**config.mk**
```make
export PLATFORM = sky130hd
export DESIGN_NAME = mwsg_front
export DESIGN_NICKNAME = d
export VERILOG_FILES = /design/src/hdl/multiwave_sample_generator_core_macros.svh /design/src/hdl/mwsg_pkg.sv /design/src/hdl/mwsg_front.sv
export SDC_FILE = /design/constraint.sdc
export NUM_CORES = 1
export LEC_CHECK = 0
export ABC_AREA = 1
export BUFFER_PORTS_ARGS = -buffer_cell sky130_fd_sc_hd__buf_2
export CAP_MARGIN = 20
export CORE_ASPECT_RATIO = 0.9
export CORE_MARGIN = 2
export CORE_UTILIZATION = 30
export DETAILED_ROUTE_END_ITERATION = 8
export HOLD_SLACK_MARGIN = 0.02
export SYNTH_ARGS = -nofsm -noshare
export SYNTH_HDL_FRONTEND = slang
export SYNTH_SLANG_ARGS = --single-unit
```
**constraint.sdc**
```tcl
create_clock -name aclk -period 2.9 [get_ports aclk]
set_input_delay 0.435 -clock aclk [delete_from_list [all_inputs] [get_ports aclk]]
set_output_delay 0.435 -clock aclk [all_outputs]
set_load 0.005 [all_outputs]
```
**src/hdl/multiwave_sample_generator_core_macros.svh**
```systemverilog
// ---------------------------------------------------------------------------
// Assertion macros for the multiwave sample generator
// Shared property wrappers, clocked on the rising edge, quiet during reset.
// ---------------------------------------------------------------------------
`ifndef MULTIWAVE_SAMPLE_GENERATOR_CORE_MACROS_SVH
`define MULTIWAVE_SAMPLE_GENERATOR_CORE_MACROS_SVH

// Property that must hold at every edge outside reset.
`define MWSG_ASSERT_ALWAYS(name, clk, rst_n, prop, msg) \
    name: assert property (@(posedge clk) disable iff (!rst_n) prop) \
        else $error(msg);

// Consequent must hold in the cycle after the antecedent.
`define MWSG_ASSERT_NEXT(name, clk, rst_n, ante, cons, msg) \
    name: assert property (@(posedge clk) disable iff (!rst_n) (ante) |=> (cons)) \
        else $error(msg);

`endif

```
**src/hdl/mwsg_pkg.sv**
```systemverilog
`timescale 1ns / 1ps
// ---------------------------------------------------------------------------
// mwsg_pkg
// Types, codes, fixed-point constants and the quarter-wave sine function.
// ---------------------------------------------------------------------------
package mwsg_pkg;

    localparam int SINE_TABLE_DEPTH_DEFAULT = 256;
    localparam int PHASE_BITS_DEFAULT       = 32;
    localparam int QUEUE_DEPTH              = 4;

    localparam int WAVE_W      = 3;
    localparam int AMP_W       = 24;
    localparam int PCT_W       = 21;
    localparam int CFG_INDEX_W = 3;
    localparam int CFG_DATA_W  = 32;
    localparam int SAMPLE_W    = 32;
    localparam int PHASE_OUT_W = 32;
    localparam int S_TDATA_W   = 8;
    localparam int M_TDATA_W   = SAMPLE_W + PHASE_OUT_W;

    localparam int PEAK_W      = 25;                 // sqrt2 / sqrt3 scaled peak
    localparam int PEAK_PROD_W = 41;                 // amplitude times Q16 factor
    localparam int BIAS_W      = 32;
    localparam int PROD_D_W    = AMP_W + PCT_W;      // amplitude times percent magnitude
    localparam int REM_W       = 14;
    localparam int TAB_W       = 15;                 // Q0.15 magnitude

    // divide by 10000 as long division in 16-bit digits
    localparam int DIV_DIGIT_W = 16;
    localparam int DIV_DIGITS  = 3;
    localparam int DIVIDEND_W  = DIV_DIGIT_W * DIV_DIGITS;
    localparam int RECIP_W     = 31;
    localparam int RECIP_SHIFT = 44;

    localparam logic [16:0]         SQRT2_Q16    = 17'd92682;
    localparam logic [16:0]         SQRT3_Q16    = 17'd113512;
    localparam logic [REM_W-1:0]    BIAS_DIVISOR = 14'd10000;
    localparam logic [12:0]         BIAS_ROUND   = 13'd5000;
    localparam logic [63:0]         HALF_PI_Q30  = 64'd1686629713;
    localparam logic [63:0]         FULL_Q15     = 64'd32767;
    // ceil(2^44 / 10000), exact for any 30-bit partial dividend
    localparam logic [RECIP_W-1:0]  RECIP_10000  = 31'd1759218605;

    localparam logic [63:0] TAYLOR_DIV [10] = '{
        64'd6, 64'd20, 64'd42, 64'd72, 64'd110,
        64'd156, 64'd210, 64'd272, 64'd342, 64'd420
    };

    typedef enum logic [WAVE_W-1:0] {
        WAVE_SINE     = 3'd0,
        WAVE_SQUARE   = 3'd1,
        WAVE_TRIANGLE = 3'd2,
        WAVE_DC       = 3'd3
    } wave_t;

    typedef enum logic [CFG_INDEX_W-1:0] {
        CFG_WAVE_TYPE      = 3'd0,
        CFG_AMPLITUDE_RMS  = 3'd1,
        CFG_PHASE_OFFSET   = 3'd2,
        CFG_OFFSET_PERCENT = 3'd3,
        CFG_PHASE_STEP     = 3'd4
    } cfg_index_t;

    typedef enum logic [1:0] {
        COEF_IDLE,
        COEF_MUL,
        COEF_DIV,
        COEF_REM
    } coef_state_t;

    typedef struct packed {
        logic [PEAK_W-1:0]        sine_peak;
        logic [PEAK_W-1:0]        tri_peak;
        logic signed [BIAS_W-1:0] bias;
    } coef_t;

    typedef struct packed {
        logic full;
        logic empty;
    } q_status_t;

    // 32767 * sin(ang), ang in Q30 radians, eleven-term Taylor series, rounded.
    function automatic logic [TAB_W-1:0] quarter_sine_q15(input logic [63:0] ang);
        logic [63:0]        sq;
        logic [63:0]        term;
        logic signed [63:0] acc;
        logic [63:0]        e;
        int                 t;
        sq   = (ang * ang) >> 30;
        term = ang;
        acc  = signed'(ang);
        for (t = 1; t <= 10; t++) begin
            term = (term * sq) >> 30;
            term = term / TAYLOR_DIV[t-1];
            if ((t & 1) != 0) begin
                acc = acc - signed'(term);
            end else begin
                acc = acc + signed'(term);
            end
        end
        if (acc < 0) begin
            acc = 64'sd0;
        end
        e = ((unsigned'(acc) * FULL_Q15) + (64'd1 << 29)) >> 30;
        if (e > FULL_Q15) begin
            e = FULL_Q15;
        end
        return e[TAB_W-1:0];
    endfunction

endpackage

```
**src/hdl/mwsg_front.sv**
```systemverilog
`timescale 1ns / 1ps
// ---------------------------------------------------------------------------
// mwsg_front
// Accepts tick words, runs the phase accumulator and queues the tick phase.
// ---------------------------------------------------------------------------
module mwsg_front #(
    parameter int PHASE_BITS = mwsg_pkg::PHASE_BITS_DEFAULT
) (
    input  logic                           aclk,
    input  logic                           aresetn,
    input  logic                           s_tvalid,
    output logic                           s_tready,
    input  logic [mwsg_pkg::S_TDATA_W-1:0] s_tdata,    // [0] restart
    input  logic [PHASE_BITS-1:0]          phase_offset,
    input  logic [PHASE_BITS-1:0]          phase_step,
    input  logic                           hold,
    input  mwsg_pkg::q_status_t            q_status,
    output logic                           q_push,
    output logic [PHASE_BITS-1:0]          q_data
);
    import mwsg_pkg::*;

    logic [PHASE_BITS-1:0] acc_reg, acc_next;
    logic [PHASE_BITS-1:0] base;
    logic                  accept;

    assign s_tready = !hold && !q_status.full;
    assign accept   = s_tvalid && s_tready;
    // restart clears the accumulator before this tick
    assign base     = s_tdata[0] ? '0 : acc_reg;
    assign q_push   = accept;
    assign q_data   = base + phase_offset;
    assign acc_next = accept ? (base + phase_step) : acc_reg;

    always_ff @(posedge aclk) begin
        if (!aresetn) begin
            acc_reg <= '0;
        end else begin
            acc_reg <= acc_next;
        end
    end

endmodule

```
==> flow_summary.toml <==
[floorplanning]
io_pins = 112
core_area_um2 = 20000
row_count = 49
die_h_um = 140
die_area_um2 = 21700
die_w_um = 155
initial_core_util = 0.307

[drt]
wl_met3_um = 986
dr_wl_met2_um = 9790
first_pass_iters = 5
drt-met1-wl_um = 10400
detail_route.iter0.violations = 413
wl_per_cell_um = 13.0
totalWireLength_um = 21500
drc = 0
ant_nets = 0
vias = 7689
viasPerCell = 4.64
highest_layer = "met4"

[clocking]
cts-root-buf = "clkbuf_16"
cts_buffers = 5
tritoncts = "built"
cts_sinks = 32
insertion_delay_ns = 0.29
cts.reportedPaths.clkPinSlew_ns = 0.06
cts_max_level = 2
clk_path_buf_depth = 2
post_cts_buffers = 0

[global_route]
grt_use_total = 0.196
grt_pass1_vias = 7071
grt_first_pass_wirelength_um = 34100
antenna_found_initial = 0
grt-ovfl-total = 0
grt_max_degree = 34

[timing]
maxSlewHeadroom = 0.732
setup_slack_ns = 0.201
slew_viol_final = 0
min_period_ns = 2.70
rsz0062_at_grt = "no"
max_freq_ghz = 0.370
fin_skew_ns = 0.00759
holdWs_ns = 0.427
finalSetupViolCount = 0
worst_slew_pin_slew_ns = 0.401
hold_viol = 0
post-route-period-util = 0.931

[yosys]
yosysTopAreaCellShare = 0.269
netlist_area_um2 = 6160
synth_fp_nets = 1332
synth.largest_area_cell = "nand2_1"
syn_inst = 1236
synth-seq-cells = 32
synthTopCellsByArea = "nand2_1 27%, inv_1 13%, dfxtp_1 10%, nor2_1 8.7%, nand3_1 7.1%"
syn_avg_cell_area_um2 = 4.98
yosysUniqueCellTypes = 38
synth_seq_area_share = 0.104
yosysWarnings = 0

[placed_design]
place_inst = 1649
dp_hpwl_um = 18400
gp_congestion = 0.910
io_buffers = 103
pre_cts_ws_ns = -0.0692

[worst_setup_path]
critical_path_arrival_ns = 2.26
worst_ep_required_time_ns = 2.47
crit_fanout = 5
worstSetupPathType = "reg2out"
r2r_slack_ns = 0.68
cp-start-kind = "flip-flop"
end_kind = "output pin"

[cells_and_area]
drive_gt1_frac = 0.197
finalNonFillerCells = 1658
layout_commonest_cell = "nand2_1"
syn_to_final_growth_pct = 23.8
fillers = 2298
final_cell_mix = "440 x nand2_1, 217 x inv_1, 135 x nor2_1"
multi_input_area_um2 = 4530
post-route-util = 0.380
register_area_um2 = 641
final_nets = 1498
insertedDiodeCount = 0
largest_reg_flops = 32

[run_status]
status = "finished clean"

[power]
p_per_area_nw_per_um2 = 250
p_leak_nw = 4.83
vdd_drop_max_mv = 0.191

[job]
cap_violations = 0

[worst_hold_path]
hp-class = "in2reg"
-- Yosys cell counts --
| library cell | n |
|---|---|
| a211oi_1 | 2 |
| a21boi_1 | 1 |
| a21o_1 | 1 |
| a21oi_1 | 70 |
| a21oi_2 | 5 |
| a31oi_1 | 1 |
| and2_1 | 2 |
| buf_1 | 1 |
| buf_4 | 1 |
| buf_6 | 4 |
| buf_8 | 2 |
| clkbuf_1 | 8 |
| dfxtp_1 | 32 |
| ha_1 | 18 |
| inv_1 | 217 |
| inv_2 | 18 |
| inv_8 | 1 |
| nand2_1 | 441 |
| nand2_2 | 20 |
| nand2_4 | 1 |
| nand3_1 | 87 |
| nand3_2 | 2 |
| nand3b_1 | 4 |
| nand4_1 | 5 |
| nor2_1 | 142 |
| nor2_2 | 29 |
| nor2_4 | 8 |
| nor3_1 | 13 |
| nor3_2 | 2 |
| nor4_1 | 3 |
| o21a_1 | 5 |
| o21ai_0 | 33 |
| o21ai_1 | 20 |
| o21bai_1 | 3 |
| o31a_1 | 1 |
| or2_1 | 1 |
| xnor2_1 | 6 |
| xor2_1 | 26 |
-- what timing repair did --
action                     in CTS  in global routing
hold buffers                    0                  0
gates cloned                    0                  1
setup endpoints to repair      15                 21
resized for setup               1                 14
pin swaps                       0                  1
-- metal layers --
| layer | vias to the layer above | track usage |
|---|---|---|
| li1 | 4128 | - |
| met5 | - | 0 |
| met1 | 3368 | 0.272 |
| met2 | 169 | 0.331 |
| met4 | 0 | 0.0390 |
| met3 | 24 | 0.0173 |
-- logic make-up after synthesis --
family | synth area share
AO/OA/AOI/OAI | 0.124
XOR/XNOR | 0.0455
adder cells (fa/ha/maj) | 0.0366
buffers and inverters | 0.164
flip-flops | 0.104
AND/OR/NAND/NOR | 0.526
-- layout make-up --
cell class,instances,area share
multi-input cells,952,0.594
repair buffers,174,0.140
inverters,236,0.118
flip-flops and latches,32,0.0841
well taps,255,0.0419
clock buffers,6,0.0169
clock inverters,2,0.00460
repair inverters,1,0.00115
-- critical path, stage by stage (launching register included) --
cell and delay [ns]:
dfxtp_1 0.31, inv_1 0.05, nor2_1 0.30, ha_1 0.37, a21oi_1 0.23, o21ai_0 0.15
inv_1 0.08, nand2_1 0.06, a21oi_1 0.15, nand2_1 0.07, nand2_1 0.05, nand2_1 0.04
buf_2 0.12
-- where the power goes --
part	internal [mW]	switching (mW)	leakage (nW)
Sequential	0.463	0.0203	0.262
Combinational	0.302	0.492	4.49
Clock	0.405	0.220	0.0808
Total	1.17	0.732	4.83
-- worst paths after layout --
| kind | endpoint | cells after the start | from |
|---|---|---|---|
| setup / recovery | q_data[26] | 12 | acc_reg[25] |
| hold / removal | acc_reg[1] | 3 | aresetn |
| hold reg to reg | acc_reg[0] | 2 | acc_reg[0] |
| setup reg to reg | acc_reg[18] | 17 | acc_reg[0] |
-- through the flow --
stage / instance area, um^2 / total power [mW] / TNS, ns
finish: 7620 / 1.90 / 0
global route: 7620 / 2.03 / 0
CTS: 7570 / 1.90 / 0
detailed placement: 7410 / 1.27 / -0.468
global placement: 7410 / 1.27 / -0.259
floorplan: 6160 / 0.977 / 0
(Power assumes the default switching activity.)
