--- config.mk ---
export PLATFORM = sky130hd
export DESIGN_NAME = mwsg_fifo
export DESIGN_NICKNAME = d
export VERILOG_FILES = /design/src/hdl/mwsg_pkg.sv /design/src/hdl/mwsg_fifo.sv
export VERILOG_INCLUDE_DIRS = /design/src /design/src/hdl
export SDC_FILE = /design/constraint.sdc
export NUM_CORES = 1
export LEC_CHECK = 0
export CAP_MARGIN = 10
export CORE_MARGIN = 4
export CORE_UTILIZATION = 43
export DETAILED_ROUTE_END_ITERATION = 10
export DONT_BUFFER_PORTS = 1
export GPL_TIMING_DRIVEN = 0
export PLACE_DENSITY_LB_ADDON = 0.05
export SLEW_MARGIN = 20
export SYNTH_ARGS = -nofsm -noshare
export SYNTH_HDL_FRONTEND = slang
export SYNTH_SLANG_ARGS = --single-unit
--- constraint.sdc ---
create_clock -name aclk -period 1.8 [get_ports aclk]
set_clock_uncertainty 0.2 [all_clocks]
set_input_delay 0.09 -clock aclk [delete_from_list [all_inputs] [get_ports aclk]]
set_output_delay 0.09 -clock aclk [all_outputs]
set_load 0.01 [all_outputs]
--- src/hdl/multiwave_sample_generator_core_macros.svh ---
// ---------------------------------------------------------------------------
// Assertion macros for the multiwave sample generator
// Shared property wrappers, clocked on the rising edge, quiet during reset.
// ---------------------------------------------------------------------------
`ifndef MULTIWAVE_SAMPLE_GENERATOR_CORE_MACROS_SVH
`define MULTIWAVE_SAMPLE_GENERATOR_CORE_MACROS_SVH

// Property that must hold at every edge outside reset.
`define MWSG_ASSERT_ALWAYS(name, clk, rst_n, prop, msg) \
    name: assert property (@(posedge clk) disable iff (!rst_n) prop) \
        else $error(msg);

// Consequent must hold in the cycle after the antecedent.
`define MWSG_ASSERT_NEXT(name, clk, rst_n, ante, cons, msg) \
    name: assert property (@(posedge clk) disable iff (!rst_n) (ante) |=> (cons)) \
        else $error(msg);

`endif

--- src/hdl/mwsg_pkg.sv ---
`timescale 1ns / 1ps
// ---------------------------------------------------------------------------
// mwsg_pkg
// Types, codes, fixed-point constants and the quarter-wave sine function.
// ---------------------------------------------------------------------------
package mwsg_pkg;

    localparam int SINE_TABLE_DEPTH_DEFAULT = 256;
    localparam int PHASE_BITS_DEFAULT       = 32;
    localparam int QUEUE_DEPTH              = 4;

    localparam int WAVE_W      = 3;
    localparam int AMP_W       = 24;
    localparam int PCT_W       = 21;
    localparam int CFG_INDEX_W = 3;
    localparam int CFG_DATA_W  = 32;
    localparam int SAMPLE_W    = 32;
    localparam int PHASE_OUT_W = 32;
    localparam int S_TDATA_W   = 8;
    localparam int M_TDATA_W   = SAMPLE_W + PHASE_OUT_W;

    localparam int PEAK_W      = 25;                 // sqrt2 / sqrt3 scaled peak
    localparam int PEAK_PROD_W = 41;                 // amplitude times Q16 factor
    localparam int BIAS_W      = 32;
    localparam int PROD_D_W    = AMP_W + PCT_W;      // amplitude times percent magnitude
    localparam int REM_W       = 14;
    localparam int TAB_W       = 15;                 // Q0.15 magnitude

    // divide by 10000 as long division in 16-bit digits
    localparam int DIV_DIGIT_W = 16;
    localparam int DIV_DIGITS  = 3;
    localparam int DIVIDEND_W  = DIV_DIGIT_W * DIV_DIGITS;
    localparam int RECIP_W     = 31;
    localparam int RECIP_SHIFT = 44;

    localparam logic [16:0]         SQRT2_Q16    = 17'd92682;
    localparam logic [16:0]         SQRT3_Q16    = 17'd113512;
    localparam logic [REM_W-1:0]    BIAS_DIVISOR = 14'd10000;
    localparam logic [12:0]         BIAS_ROUND   = 13'd5000;
    localparam logic [63:0]         HALF_PI_Q30  = 64'd1686629713;
    localparam logic [63:0]         FULL_Q15     = 64'd32767;
    // ceil(2^44 / 10000), exact for any 30-bit partial dividend
    localparam logic [RECIP_W-1:0]  RECIP_10000  = 31'd1759218605;

    localparam logic [63:0] TAYLOR_DIV [10] = '{
        64'd6, 64'd20, 64'd42, 64'd72, 64'd110,
        64'd156, 64'd210, 64'd272, 64'd342, 64'd420
    };

    typedef enum logic [WAVE_W-1:0] {
        WAVE_SINE     = 3'd0,
        WAVE_SQUARE   = 3'd1,
        WAVE_TRIANGLE = 3'd2,
        WAVE_DC       = 3'd3
    } wave_t;

    typedef enum logic [CFG_INDEX_W-1:0] {
        CFG_WAVE_TYPE      = 3'd0,
        CFG_AMPLITUDE_RMS  = 3'd1,
        CFG_PHASE_OFFSET   = 3'd2,
        CFG_OFFSET_PERCENT = 3'd3,
        CFG_PHASE_STEP     = 3'd4
    } cfg_index_t;

    typedef enum logic [1:0] {
        COEF_IDLE,
        COEF_MUL,
        COEF_DIV,
        COEF_REM
    } coef_state_t;

    typedef struct packed {
        logic [PEAK_W-1:0]        sine_peak;
        logic [PEAK_W-1:0]        tri_peak;
        logic signed [BIAS_W-1:0] bias;
    } coef_t;

    typedef struct packed {
        logic full;
        logic empty;
    } q_status_t;

    // 32767 * sin(ang), ang in Q30 radians, eleven-term Taylor series, rounded.
    function automatic logic [TAB_W-1:0] quarter_sine_q15(input logic [63:0] ang);
        logic [63:0]        sq;
        logic [63:0]        term;
        logic signed [63:0] acc;
        logic [63:0]        e;
        int                 t;
        sq   = (ang * ang) >> 30;
        term = ang;
        acc  = signed'(ang);
        for (t = 1; t <= 10; t++) begin
            term = (term * sq) >> 30;
            term = term / TAYLOR_DIV[t-1];
            if ((t & 1) != 0) begin
                acc = acc - signed'(term);
            end else begin
                acc = acc + signed'(term);
            end
        end
        if (acc < 0) begin
            acc = 64'sd0;
        end
        e = ((unsigned'(acc) * FULL_Q15) + (64'd1 << 29)) >> 30;
        if (e > FULL_Q15) begin
            e = FULL_Q15;
        end
        return e[TAB_W-1:0];
    endfunction

endpackage

--- src/hdl/mwsg_fifo.sv ---
`timescale 1ns / 1ps
// ---------------------------------------------------------------------------
// mwsg_fifo
// Short show-ahead queue of phase words between front and back.
// ---------------------------------------------------------------------------
`include "multiwave_sample_generator_core_macros.svh"

module mwsg_fifo #(
    parameter int WIDTH = mwsg_pkg::PHASE_BITS_DEFAULT,
    parameter int DEPTH = mwsg_pkg::QUEUE_DEPTH
) (
    input  logic                  aclk,
    input  logic                  aresetn,
    input  logic                  push,
    input  logic [WIDTH-1:0]      push_data,
    input  logic                  pop,
    output logic [WIDTH-1:0]      pop_data,
    output mwsg_pkg::q_status_t   status
);
    import mwsg_pkg::*;

    localparam int AddrW  = $clog2(DEPTH);
    localparam int CountW = $clog2(DEPTH + 1);

    logic [WIDTH-1:0]  mem_reg [DEPTH];
    logic [AddrW-1:0]  wr_ptr_reg, wr_ptr_next;
    logic [AddrW-1:0]  rd_ptr_reg, rd_ptr_next;
    logic [CountW-1:0] count_reg, count_next;

    assign status.full  = (count_reg == CountW'(DEPTH));
    assign status.empty = (count_reg == '0);
    assign pop_data     = mem_reg[rd_ptr_reg];

    always_comb begin
        wr_ptr_next = wr_ptr_reg;
        rd_ptr_next = rd_ptr_reg;
        count_next  = count_reg;
        if (push) begin
            wr_ptr_next = (wr_ptr_reg == AddrW'(DEPTH - 1)) ? '0 : wr_ptr_reg + 1'b1;
        end
        if (pop) begin
            rd_ptr_next = (rd_ptr_reg == AddrW'(DEPTH - 1)) ? '0 : rd_ptr_reg + 1'b1;
        end
        if (push && !pop) begin
            count_next = count_reg + 1'b1;
        end else if (pop && !push) begin
            count_next = count_reg - 1'b1;
        end
    end

    always_ff @(posedge aclk) begin
        if (!aresetn) begin
            wr_ptr_reg <= '0;
            rd_ptr_reg <= '0;
            count_reg  <= '0;
        end else begin
            wr_ptr_reg <= wr_ptr_next;
            rd_ptr_reg <= rd_ptr_next;
            count_reg  <= count_next;
        end
    end

    always_ff @(posedge aclk) begin
        if (push) begin
            mem_reg[wr_ptr_reg] <= push_data;
        end
    end

    `MWSG_ASSERT_ALWAYS(a_no_push_full, aclk, aresetn, push |-> !status.full, "push into full queue")
    `MWSG_ASSERT_ALWAYS(a_no_pop_empty, aclk, aresetn, pop |-> !status.empty, "pop from empty queue")
    `MWSG_ASSERT_ALWAYS(a_count_bound, aclk, aresetn, count_reg <= CountW'(DEPTH), "queue count overrun")

endmodule

==> metrics <==
All-Layer GR Usage 13.7%; Reg2Reg Setup Slack 0.07 ns; share of cells above drive strength 1 25.9%; clock sink count 137; final instance area 0.00634 mm2; max_cap viols 0; Worst slew margin 65.3%; initial antenna violation count 0; Root Driver clkbuf_16; Post-Syn Area 0.00512 mm2; starting DRC count in detailed routing 129; Die ar. 0.0137 mm2; TritonCTS Buffers 17; routability cong. 0.706; H-tree depth 4; Via density 5.22; Hold Fails Final Rpt 0; antenna-violating nets left 0; Least-Margin Pin Slew 0.521 ns; outcome complete, but fails checks; Primary FF master, synth edfxtp_1; DP HPWL 5.16 mm; Mapped Cells 211; Synth top area share 75.1%; area grow syn2layout 24.0%; slowest cell on the critical path mux4_2; largest area contributor in the synthesized netlist edfxtp_1; final setup fails 30; fmax 533 MHz; fin util 55.1%; crit path cell chain buf_6 > buf_12 > mux4_2; part of the cycle the worst path needs 104%; synth warn 0; PD cells 1250 mW/mm2; kind of critical path register to output pin; synth top area cells edfxtp_1, mux4_2, dfxtp_1; I/O Pins 70; initial core utilization 44.4%; Die Wd 117 um; EDFF count, synth 128; worst path arrival time 1.59 ns; Static Leak 2.09 nW; Startpoint Class register; PortBufs 0; synthesis-stage register bit count 137; sequential fraction of the synthesis area 78.7%; DR pass1 iterations 4; syn_nets 254; vias in the first global route 2440; Req. time, crit path 1.51 ns; ys async rst share 0%; synth unique cells 22; crit-path max FO 10; Rows 39; CTS tree built; post-route setup slack -0.0774 ns; vias post-DR 2217; Placed Instance Area 0.00530 mm2; CORE AREA 0.0115 mm2; RSZ-0062 raised after global routing true; worst skew pair latency 0.41 ns; clock buffer depth 2; grt ovf 0; first-pass GRT wire length 13.0 mm; # nets final 313; ANT cells 0; die extent in y 117 um; DR WL/cell 20.1 um; Min Clock Period, post-route 1.88 ns; max reg flops 128; HP Class primary input to register; Worst-path clk slew 0.06 ns; top cells by count, synth edfxtp_1, mux4_2, dfxtp_1; mean post-synth cell area 24.2 um2; count leader, synth edfxtp_1; slowest stage delay, CP 0.57 ns; kind of end point of the critical path output pin; final WL 8.52 mm; VDD IR max 759 uV; Slew Viols, Final 0; largest net degree at the start of global routing 33; failing checks setup timing; drt drc 0; Final TNS setup -1.93 ns
==> cell usage in the layout, fill, tap and decap left out <==
cell / n
o21ai_0: 1
edfxtp_1: 128
buf_2: 3
clkbuf_1: 1
clkbuf_16: 17
fa_1: 1
buf_6: 1
dlygate4sd3_1: 40
or3_1: 1
clkinv_1: 2
ha_1: 6
mux4_1: 2
inv_1: 4
nor3b_1: 1
a21boi_1: 1
nor2b_1: 5
clkinv_2: 1
nor2_1: 1
mux2i_1: 4
and2_1: 1
clkinvlp_4: 3
and2_4: 4
mux4_2: 30
xor2_1: 1
buf_12: 3
nor3_1: 2
bufinv_16: 5
o21a_1: 1
xnor2_1: 1
dfxtp_1: 5
clkinv_4: 2
dfxtp_2: 4
==> report_power, final <==
group	internal (mW)	switching, mW
combinational	0.279	0.315
clock	2.44	1.19
sequential	3.65	0.0508
==> per-layer routing <==
metal / GRT usage (%) / part of all wire (%) / up-vias
li1: - / - / 1002
met1: 13.2 / 35 / 1134
met2: 25.0 / 57 / 64
met3: 5.86 / 6.0 / 17
met4: 6.65 / 1.9 / 0
met5: 0 / 0 / -
==> final timing paths <==
kind | start | endpoint | depth (start not counted)
setup / recovery | register | pop_data[2] | 3
hold / removal | push | count_reg[2] | 4
setup reg to reg | count_reg[0] | count_reg[2] | 4
hold reg to reg | rd_ptr_reg[1] | register | 2
==> worst max-delay path: cells and delay by family (launching register included) <==
family	cells	cell delay, ns
muxes	1	0.57
buffers and inverters	2	0.29
DFF	1	0.32
==> area by class of cell <==
class	count	area (um2)
plain buffers	7	86.3
fillers	860	5170
clock buffers	18	429
well taps	143	179
flip-flops and latches	137	4030
repair buffers	40	400
inverters	4	15.0
clock inverters	13	203
multi-input cells	63	1000
==> stage by stage <==
step	instances	setup WS, ns	hold slack (ns)	power [mW]
2_1_floorplan	211	0.190	-0.0111	4.14
6_report	425	-0.0774	0.0868	7.92
3_5_place_dp	354	-0.158	-0.0110	4.26
3_3_place_gp	354	-0.0747	-0.0109	4.23
5_1_grt	425	-0.157	0.0896	8.21
4_1_cts	425	-0.119	0.0609	8.00
==> cells by family (layout without fill, tap and decap cells) <==
group / Yosys count / after routing / share of synthesized area, %
AOI/OAI and AO/OA: 3 / 3 / 0.391
xor gates and xnor gates: 2 / 2 / 0.342
adders and majority gates: 7 / 7 / 1.86
buffers and inverters: 11 / 82 / 1.98
DFF: 137 / 137 / 78.7
muxes: 36 / 36 / 15.0
and+or+nand+nor: 15 / 15 / 1.76
==> repair_timing <==
action                                 4_1_cts  5_1_grt
cloned                                       0        0
hold buffers                                40        0
endpoints found under the hold margin      261        0
setup buffers                                0        0
pin swaps                                    0        0
resized for setup                            5        4
setup endpoints to repair                  160       34
Note: power is estimated with default switching activity, not from simulation.
