$ cat src/hdl/multiwave_sample_generator_core_macros.svh
// ---------------------------------------------------------------------------
// Assertion macros for the multiwave sample generator
// Shared property wrappers, clocked on the rising edge, quiet during reset.
// ---------------------------------------------------------------------------
`ifndef MULTIWAVE_SAMPLE_GENERATOR_CORE_MACROS_SVH
`define MULTIWAVE_SAMPLE_GENERATOR_CORE_MACROS_SVH

// Property that must hold at every edge outside reset.
`define MWSG_ASSERT_ALWAYS(name, clk, rst_n, prop, msg) \
    name: assert property (@(posedge clk) disable iff (!rst_n) prop) \
        else $error(msg);

// Consequent must hold in the cycle after the antecedent.
`define MWSG_ASSERT_NEXT(name, clk, rst_n, ante, cons, msg) \
    name: assert property (@(posedge clk) disable iff (!rst_n) (ante) |=> (cons)) \
        else $error(msg);

`endif

$ cat src/hdl/mwsg_pkg.sv
`timescale 1ns / 1ps
// ---------------------------------------------------------------------------
// mwsg_pkg
// Types, codes, fixed-point constants and the quarter-wave sine function.
// ---------------------------------------------------------------------------
package mwsg_pkg;

    localparam int SINE_TABLE_DEPTH_DEFAULT = 256;
    localparam int PHASE_BITS_DEFAULT       = 32;
    localparam int QUEUE_DEPTH              = 4;

    localparam int WAVE_W      = 3;
    localparam int AMP_W       = 24;
    localparam int PCT_W       = 21;
    localparam int CFG_INDEX_W = 3;
    localparam int CFG_DATA_W  = 32;
    localparam int SAMPLE_W    = 32;
    localparam int PHASE_OUT_W = 32;
    localparam int S_TDATA_W   = 8;
    localparam int M_TDATA_W   = SAMPLE_W + PHASE_OUT_W;

    localparam int PEAK_W      = 25;                 // sqrt2 / sqrt3 scaled peak
    localparam int PEAK_PROD_W = 41;                 // amplitude times Q16 factor
    localparam int BIAS_W      = 32;
    localparam int PROD_D_W    = AMP_W + PCT_W;      // amplitude times percent magnitude
    localparam int REM_W       = 14;
    localparam int TAB_W       = 15;                 // Q0.15 magnitude

    // divide by 10000 as long division in 16-bit digits
    localparam int DIV_DIGIT_W = 16;
    localparam int DIV_DIGITS  = 3;
    localparam int DIVIDEND_W  = DIV_DIGIT_W * DIV_DIGITS;
    localparam int RECIP_W     = 31;
    localparam int RECIP_SHIFT = 44;

    localparam logic [16:0]         SQRT2_Q16    = 17'd92682;
    localparam logic [16:0]         SQRT3_Q16    = 17'd113512;
    localparam logic [REM_W-1:0]    BIAS_DIVISOR = 14'd10000;
    localparam logic [12:0]         BIAS_ROUND   = 13'd5000;
    localparam logic [63:0]         HALF_PI_Q30  = 64'd1686629713;
    localparam logic [63:0]         FULL_Q15     = 64'd32767;
    // ceil(2^44 / 10000), exact for any 30-bit partial dividend
    localparam logic [RECIP_W-1:0]  RECIP_10000  = 31'd1759218605;

    localparam logic [63:0] TAYLOR_DIV [10] = '{
        64'd6, 64'd20, 64'd42, 64'd72, 64'd110,
        64'd156, 64'd210, 64'd272, 64'd342, 64'd420
    };

    typedef enum logic [WAVE_W-1:0] {
        WAVE_SINE     = 3'd0,
        WAVE_SQUARE   = 3'd1,
        WAVE_TRIANGLE = 3'd2,
        WAVE_DC       = 3'd3
    } wave_t;

    typedef enum logic [CFG_INDEX_W-1:0] {
        CFG_WAVE_TYPE      = 3'd0,
        CFG_AMPLITUDE_RMS  = 3'd1,
        CFG_PHASE_OFFSET   = 3'd2,
        CFG_OFFSET_PERCENT = 3'd3,
        CFG_PHASE_STEP     = 3'd4
    } cfg_index_t;

    typedef enum logic [1:0] {
        COEF_IDLE,
        COEF_MUL,
        COEF_DIV,
        COEF_REM
    } coef_state_t;

    typedef struct packed {
        logic [PEAK_W-1:0]        sine_peak;
        logic [PEAK_W-1:0]        tri_peak;
        logic signed [BIAS_W-1:0] bias;
    } coef_t;

    typedef struct packed {
        logic full;
        logic empty;
    } q_status_t;

    // 32767 * sin(ang), ang in Q30 radians, eleven-term Taylor series, rounded.
    function automatic logic [TAB_W-1:0] quarter_sine_q15(input logic [63:0] ang);
        logic [63:0]        sq;
        logic [63:0]        term;
        logic signed [63:0] acc;
        logic [63:0]        e;
        int                 t;
        sq   = (ang * ang) >> 30;
        term = ang;
        acc  = signed'(ang);
        for (t = 1; t <= 10; t++) begin
            term = (term * sq) >> 30;
            term = term / TAYLOR_DIV[t-1];
            if ((t & 1) != 0) begin
                acc = acc - signed'(term);
            end else begin
                acc = acc + signed'(term);
            end
        end
        if (acc < 0) begin
            acc = 64'sd0;
        end
        e = ((unsigned'(acc) * FULL_Q15) + (64'd1 << 29)) >> 30;
        if (e > FULL_Q15) begin
            e = FULL_Q15;
        end
        return e[TAB_W-1:0];
    endfunction

endpackage

$ cat src/hdl/mwsg_coef.sv
`timescale 1ns / 1ps
// ---------------------------------------------------------------------------
// mwsg_coef
// Derives sine/triangle peaks and the rounded bias from the amplitude
// registers; the bias divide by 10000 runs as long division in 16-bit
// digits, each quotient digit found by a reciprocal multiply.
// ---------------------------------------------------------------------------
module mwsg_coef (
    input  logic                              aclk,
    input  logic                              aresetn,
    input  logic                              start,
    input  logic [mwsg_pkg::AMP_W-1:0]        amplitude,
    input  logic signed [mwsg_pkg::PCT_W-1:0] offset_percent,
    output mwsg_pkg::coef_t                   coef,
    output logic                              busy
);
    import mwsg_pkg::*;

    localparam int CntW       = $clog2(DIV_DIGITS);
    localparam int PartW      = REM_W + DIV_DIGIT_W;
    localparam int RecipProdW = PartW + RECIP_W;

    coef_state_t             state_reg, state_next;
    logic [PEAK_W-1:0]       sine_peak_reg, sine_peak_next;
    logic [PEAK_W-1:0]       tri_peak_reg, tri_peak_next;
    logic [DIVIDEND_W-1:0]   quot_reg, quot_next;
    logic [DIV_DIGIT_W-1:0]  digit_reg, digit_next;
    logic [REM_W-1:0]        rem_reg, rem_next;
    logic [CntW-1:0]         cnt_reg, cnt_next;
    logic                    neg_reg, neg_next;

    logic [PCT_W-1:0]        pct_mag;
    logic [PEAK_PROD_W-1:0]  sine_prod;
    logic [PEAK_PROD_W-1:0]  tri_prod;
    logic [PROD_D_W-1:0]     bias_prod;
    logic [PartW-1:0]        part;
    logic [RecipProdW-1:0]   recip_prod;
    logic [PartW-1:0]        part_rem;

    assign pct_mag    = offset_percent[PCT_W-1] ? (~unsigned'(offset_percent) + 1'b1)
                                                : unsigned'(offset_percent);
    assign sine_prod  = PEAK_PROD_W'(amplitude) * PEAK_PROD_W'(SQRT2_Q16)
                      + PEAK_PROD_W'(32768);
    assign tri_prod   = PEAK_PROD_W'(amplitude) * PEAK_PROD_W'(SQRT3_Q16)
                      + PEAK_PROD_W'(32768);
    assign bias_prod  = PROD_D_W'(amplitude) * PROD_D_W'(pct_mag) + PROD_D_W'(BIAS_ROUND);
    // partial dividend: running remainder above the next dividend digit
    assign part       = {rem_reg, quot_reg[DIVIDEND_W-1 -: DIV_DIGIT_W]};
    assign recip_prod = RecipProdW'(part) * RecipProdW'(RECIP_10000);
    assign part_rem   = part - PartW'(digit_reg) * PartW'(BIAS_DIVISOR);

    always_comb begin
        state_next     = state_reg;
        sine_peak_next = sine_peak_reg;
        tri_peak_next  = tri_peak_reg;
        quot_next      = quot_reg;
        digit_next     = digit_reg;
        rem_next       = rem_reg;
        cnt_next       = cnt_reg;
        neg_next       = neg_reg;
        unique case (state_reg)
            COEF_IDLE: begin
                state_next = COEF_IDLE;
            end
            COEF_MUL: begin
                sine_peak_next = sine_prod[16 +: PEAK_W];
                tri_peak_next  = tri_prod[16 +: PEAK_W];
                quot_next      = DIVIDEND_W'(bias_prod);
                rem_next       = '0;
                cnt_next       = '0;
                neg_next       = offset_percent[PCT_W-1];
                state_next     = COEF_DIV;
            end
            COEF_DIV: begin
                // quotient digit of the partial dividend
                digit_next = recip_prod[RECIP_SHIFT +: DIV_DIGIT_W];
                state_next = COEF_REM;
            end
            COEF_REM: begin
                // keep the remainder, shift the quotient digit in
                rem_next  = part_rem[REM_W-1:0];
                quot_next = {quot_reg[DIVIDEND_W-DIV_DIGIT_W-1:0], digit_reg};
                cnt_next  = cnt_reg + 1'b1;
                if (cnt_reg == CntW'(DIV_DIGITS - 1)) begin
                    state_next = COEF_IDLE;
                end else begin
                    state_next = COEF_DIV;
                end
            end
            default: begin
                state_next = COEF_IDLE;
            end
        endcase
        if (start) begin
            state_next = COEF_MUL;
        end
    end

    always_ff @(posedge aclk) begin
        if (!aresetn) begin
            state_reg <= COEF_MUL;
        end else begin
            state_reg <= state_next;
        end
    end

    always_ff @(posedge aclk) begin
        sine_peak_reg <= sine_peak_next;
        tri_peak_reg  <= tri_peak_next;
        quot_reg      <= quot_next;
        digit_reg     <= digit_next;
        rem_reg       <= rem_next;
        cnt_reg       <= cnt_next;
        neg_reg       <= neg_next;
    end

    assign busy           = (state_reg != COEF_IDLE);
    assign coef.sine_peak = sine_peak_reg;
    assign coef.tri_peak  = tri_peak_reg;
    assign coef.bias      = neg_reg ? -signed'(quot_reg[BIAS_W-1:0])
                                    : signed'(quot_reg[BIAS_W-1:0]);

endmodule

$ cat config.mk
export PLATFORM = sky130hd
export DESIGN_NAME = mwsg_coef
export DESIGN_NICKNAME = d
export VERILOG_FILES = /design/src/hdl/multiwave_sample_generator_core_macros.svh /design/src/hdl/mwsg_pkg.sv /design/src/hdl/mwsg_coef.sv
export SDC_FILE = /design/constraint.sdc
export NUM_CORES = 2
export LEC_CHECK = 0
export ABC_CLOCK_PERIOD_IN_PS = 11400
export CORE_AREA = 5 5 423 425
export DETAILED_ROUTE_END_ITERATION = 16
export DIE_AREA = 0 0 428 430
export DONT_BUFFER_PORTS = 1
export PLACE_DENSITY = 0.41
export SYNTH_ARGS = -nofsm -noshare
export SYNTH_HDL_FRONTEND = slang
export SYNTH_SLANG_ARGS = --single-unit
$ cat constraint.sdc
create_clock -name aclk -period 11.4 [get_ports aclk]
set_input_delay 1.71 -clock aclk [delete_from_list [all_inputs] [get_ports aclk]]
set_output_delay 1.71 -clock aclk [all_outputs]
set_load 0.02 [all_outputs]
==> impl.org <==
** Run status
- Outcome :: completed

** CTS
- Post-CTS resize count :: 0
- Clock buffer count from CTS :: 17
- Number of buffers inserted to repair setup after CTS :: 0
- The longest clock path from root to sink contains 2 buffers.
- The tree is rooted in a clkbuf_16.
- TritonCTS built the clock tree.
- The later pin in the worst-skew pair is clocked with a latency of 0.51 ns.
- H-tree lvl count :: 4
- Hold-fix buffers, CTS :: 0
- Clk slew on worst S/H paths :: 0.07 ns
- Clock tree synthesis found a total of around 130 sinks.

** Die
- between 100 and 150 I/O pins were placed.
- Overall die height :: 430 um
- The die covers 0.184 sq mm.
- Count of standard-cell rows :: between 150 and 200
- In this run the standard cell core region covers 0.175 sq mm.
- Chip Width :: around 430 um
- Initial standard-cell utilization of the core :: slightly below 30%

** Job
- The tool flagged a number of max-cap violations equal to 0.

** Setup path
- For this design, the slowest cell found on the critical path is or4_1.
- Of all nets on the critical path, the largest fanout is 17.
- Worst reg-to-reg setup slack :: 2.82 ns
- For the worst setup path, the data required time is 11.65 ns.
- Worst EP arrival :: 10.53 ns
- Measured in cells, the most critical reg-to-reg path has a length of 24.
- STA classifies the critical path startpoint as an input port.
- Among cell families on the critical path, the largest total delay comes from adder cells.
- The critical path in this run is classified as in -> reg.
- For this run, the slowest stage of the critical path takes 0.55 ns.
- In this run the critical register-to-register path is captured at digit_reg[2]$_DFFE_PP_.
- Together, buffers and inverters on the worst path number 5.
- Launching point of the worst reg2reg path :: quot_reg[39]$_DFFE_PP_
- The most numerous cell type found on the critical path is fa_1.
- Type of element capturing the critical path :: flop

** Worst hold path
- Launch instance of the worst min-delay path :: cnt_reg[0]$_SDFFCE_PN0P_
- Hold EP :: cnt_reg[0]$_SDFFCE_PN0P_
- Hold Path Cell Cnt :: 1
- Worst hold-check path type :: reg -> reg

** Placed design
- Routability-driven placement finished with a final weighted congestion of 0.914.
- # port buffers :: 0
- Once detailed placement completed, the half-perimeter wirelength came to 133000 um.

** Routing
- Sum of routed wire length over all layers :: roughly 160000 um
- The count of nets left with antenna violations once routing finished came out at 0.
- The final route contains 34800 vias.
- The first detailed-routing pass ran for 5 iterations.
- For this block, the initial DRC count from the detailed router was 1596.
- After detailed routing, the average wire length per cell comes to 20.5 um.
- Post-detailed-route via-to-cell ratio :: 4.55
- Remaining DRCs :: 0

** Final layout
- Max reg flops :: 48
- The multi-input combinational cells in the finished layout cover a total of 0.0422 sq mm.
- The sequential cells in the finished layout cover a total of 0.00398 sq mm.
- Ratio of cells with drive above 1 in the final layout :: 2.13%
- Relative to the synthesized area, the layout overhead comes to 6.52%.
- Number of nets in the layout :: between 7000 and 8000
- After filler insertion, the fill cell instance count of the layout stands at roughly 18000.

** Yosys
- After Yosys synthesis, full adders, half adders and majority gates account for 61.3% of the synthesized area.
- The commonest cells after synthesis are 1437 x inv_1, 1090 x fa_1, 804 x ha_1, 518 x nand2_1, 168 x a21oi_1.
- Yosys mapped a number of flops with a built-in enable equal to 131.
- Yosys printed 0 warnings.
- For this run, asynchronously set or reset flops after synthesis account for 0%.
- Averaged over all synthesized cells, the footprint is 9.66 sq um.
- The share of synthesized area in the top cell type comes to about two fifths.
- Top area cells in the synthesized netlist :: fa_1 42%, ha_1 19%, inv_1 10%, edfxtp_1 7.6%, nand2_1 3.7%
- Number of flip-flops and latches in the synthesized netlist :: ~130
- Summed over all instances, the cell type with the most area after synthesis is fa_1.
- The cell count after synthesis came out at 5378.
- Combinational family with the most area after synthesis :: adder cells
- inv_1 is the most common cell in the netlist.
- The most used flip-flop cell after synthesis is edfxtp_1.
- Yosys mapped the design onto 79 distinct sky130hd cell types.
- Synthesized area :: 0.0520 sq mm
- Summing the areas of all compound-gate instances in the mapped netlist gives under 10% of the synthesized area.
- Summing the areas of all and, or, nand and nor instances in the mapped netlist gives 9.08% of the synthesized area.
- Multiplexer share of the synthesized area :: 0%
- Proportion of synthesized chip area in sequential cells :: 7.65%
- Synthesized netlist net count :: approximately 7300
- The synthesized netlist devotes 3.77% of its cell area to XOR and XNOR gates.

** STA
- The final critical path takes up 90.2% of the cycle.
- In the final timing run, aggregate negative setup slack is 0 ns.
- Layout Skew :: about 0.012 ns
- Time the worst path needs with I/O delays and setup :: 10.28 ns
- Measured against its own limit, the worst slew margin works out to 27.0%.
- Max Clock Freq :: 97.3 MHz
- Final hold violation count :: 0
- Transition at the pin with the smallest max-transition slack :: 1.09 ns
- Setup violations remaining at the end of the flow were counted as 0.
- Setup repair after global routing missed its margin :: no
- The final count of pins violating max slew is 0.

** Global route
- For this run the aggregate overflow at the end of global routing stands at 0.
- The first global-routing pass estimated 241000 um of wire.
- Total global-route track usage :: 17.3%
- The initial antenna violation count was 0.
- Entering global routing, the biggest net connects 75 pins.
- Via count of the first global-routing pass :: between 30000 and 40000
[how the worst max path moves through the flow]
stage | endpoint | startpoint | slack, ns | cells after the start
2_1_floorplan | quot_reg[42]$_DFFE_PP_ | offset_percent[10] | 1.53 | 31
3_3_place_gp | quot_reg[42]$_DFFE_PP_ | offset_percent[10] | 0.68 | 30
3_5_place_dp | quot_reg[42]$_DFFE_PP_ | offset_percent[10] | 0.65 | 30
4_1_cts | quot_reg[42]$_DFFE_PP_ | offset_percent[10] | 1.20 | 30
5_1_grt | quot_reg[42]$_DFFE_PP_ | offset_percent[10] | 0.42 | 30
6_report | quot_reg[42]$_DFFE_PP_ | offset_percent[10] | 1.12 | 30
[through the flow]
stage	area (sq um)	worst slack, ns	util, %	hold WS, ns	cells
6_report	55400	1.12	31.6	0.567	7656
5_1_grt	55400	0.417	31.6	0.604	7655
4_1_cts	55400	1.20	31.6	0.566	7655
3_5_place_dp	54800	0.646	31.3	0.556	7623
3_3_place_gp	54800	0.680	31.3	0.553	7623
2_1_floorplan	52000	1.53	-	0.496	5378
[cell families after synthesis]
| logic type | count (synthesis) |
|---|---|
| buffers and inverters | 1566 |
| AO/OA/AOI/OAI | 545 |
| XOR/XNOR | 224 |
| AND/OR/NAND/NOR | 1016 |
| adder cells (fa/ha/maj) | 1894 |
| flip-flops | 133 |
[metal layers]
| layer | global-route usage, % | share of wire, % | up-vias |
|---|---|---|---|
| li1 | - | - | 16500 |
| met4 | 4.22 | 2.4 | 0 |
| met3 | 2.79 | 4.4 | 119 |
| met2 | 28.3 | 47 | 566 |
| met1 | 24.0 | 47 | 17700 |
| met5 | 0 | 0 | - |
[layout by cell type (no fill, tap or decap), types with 8 or more instances in the layout]
cell	netlist	layout
nor4_1	12	12
fa_1	1090	1090
nor2_1	131	131
o41ai_1	10	10
xor2_1	65	63
ha_1	804	804
or2_2	8	8
o211ai_1	14	14
o21bai_1	23	23
nor3_1	37	37
and4_1	8	8
o31ai_1	17	17
a31oi_1	14	14
inv_1	1437	1437
o21ai_0	106	106
a2111oi_0	10	9
nor2b_1	17	16
a21oi_1	168	168
o21a_1	17	17
buf_4	2	34
nand2b_1	17	17
or3_1	14	14
nand2_1	518	517
xnor2_2	0	13
nand4_1	20	20
a211oi_1	10	10
edfxtp_1	131	131
xnor2_1	159	146
a21o_1	77	77
clkbuf_16	0	17
and3_1	19	19
or4_1	11	11
nand3_1	60	60
o31a_1	8	8
and2_1	121	121
[area by class of cell]
type	instances	share of cell area, %
inverter	1437	9.74
sequential	133	7.18
tap	2340	5.29
antenna	1	0.00452
multi-input combinational	3679	76.3
timing repair buffer	34	0.461
clock buffer	17	0.768
clock inverter	15	0.244
Power is left out: the tool's default activity adds up to more than one toggle a clock period on the data nets, which glitch-free logic cannot reach.
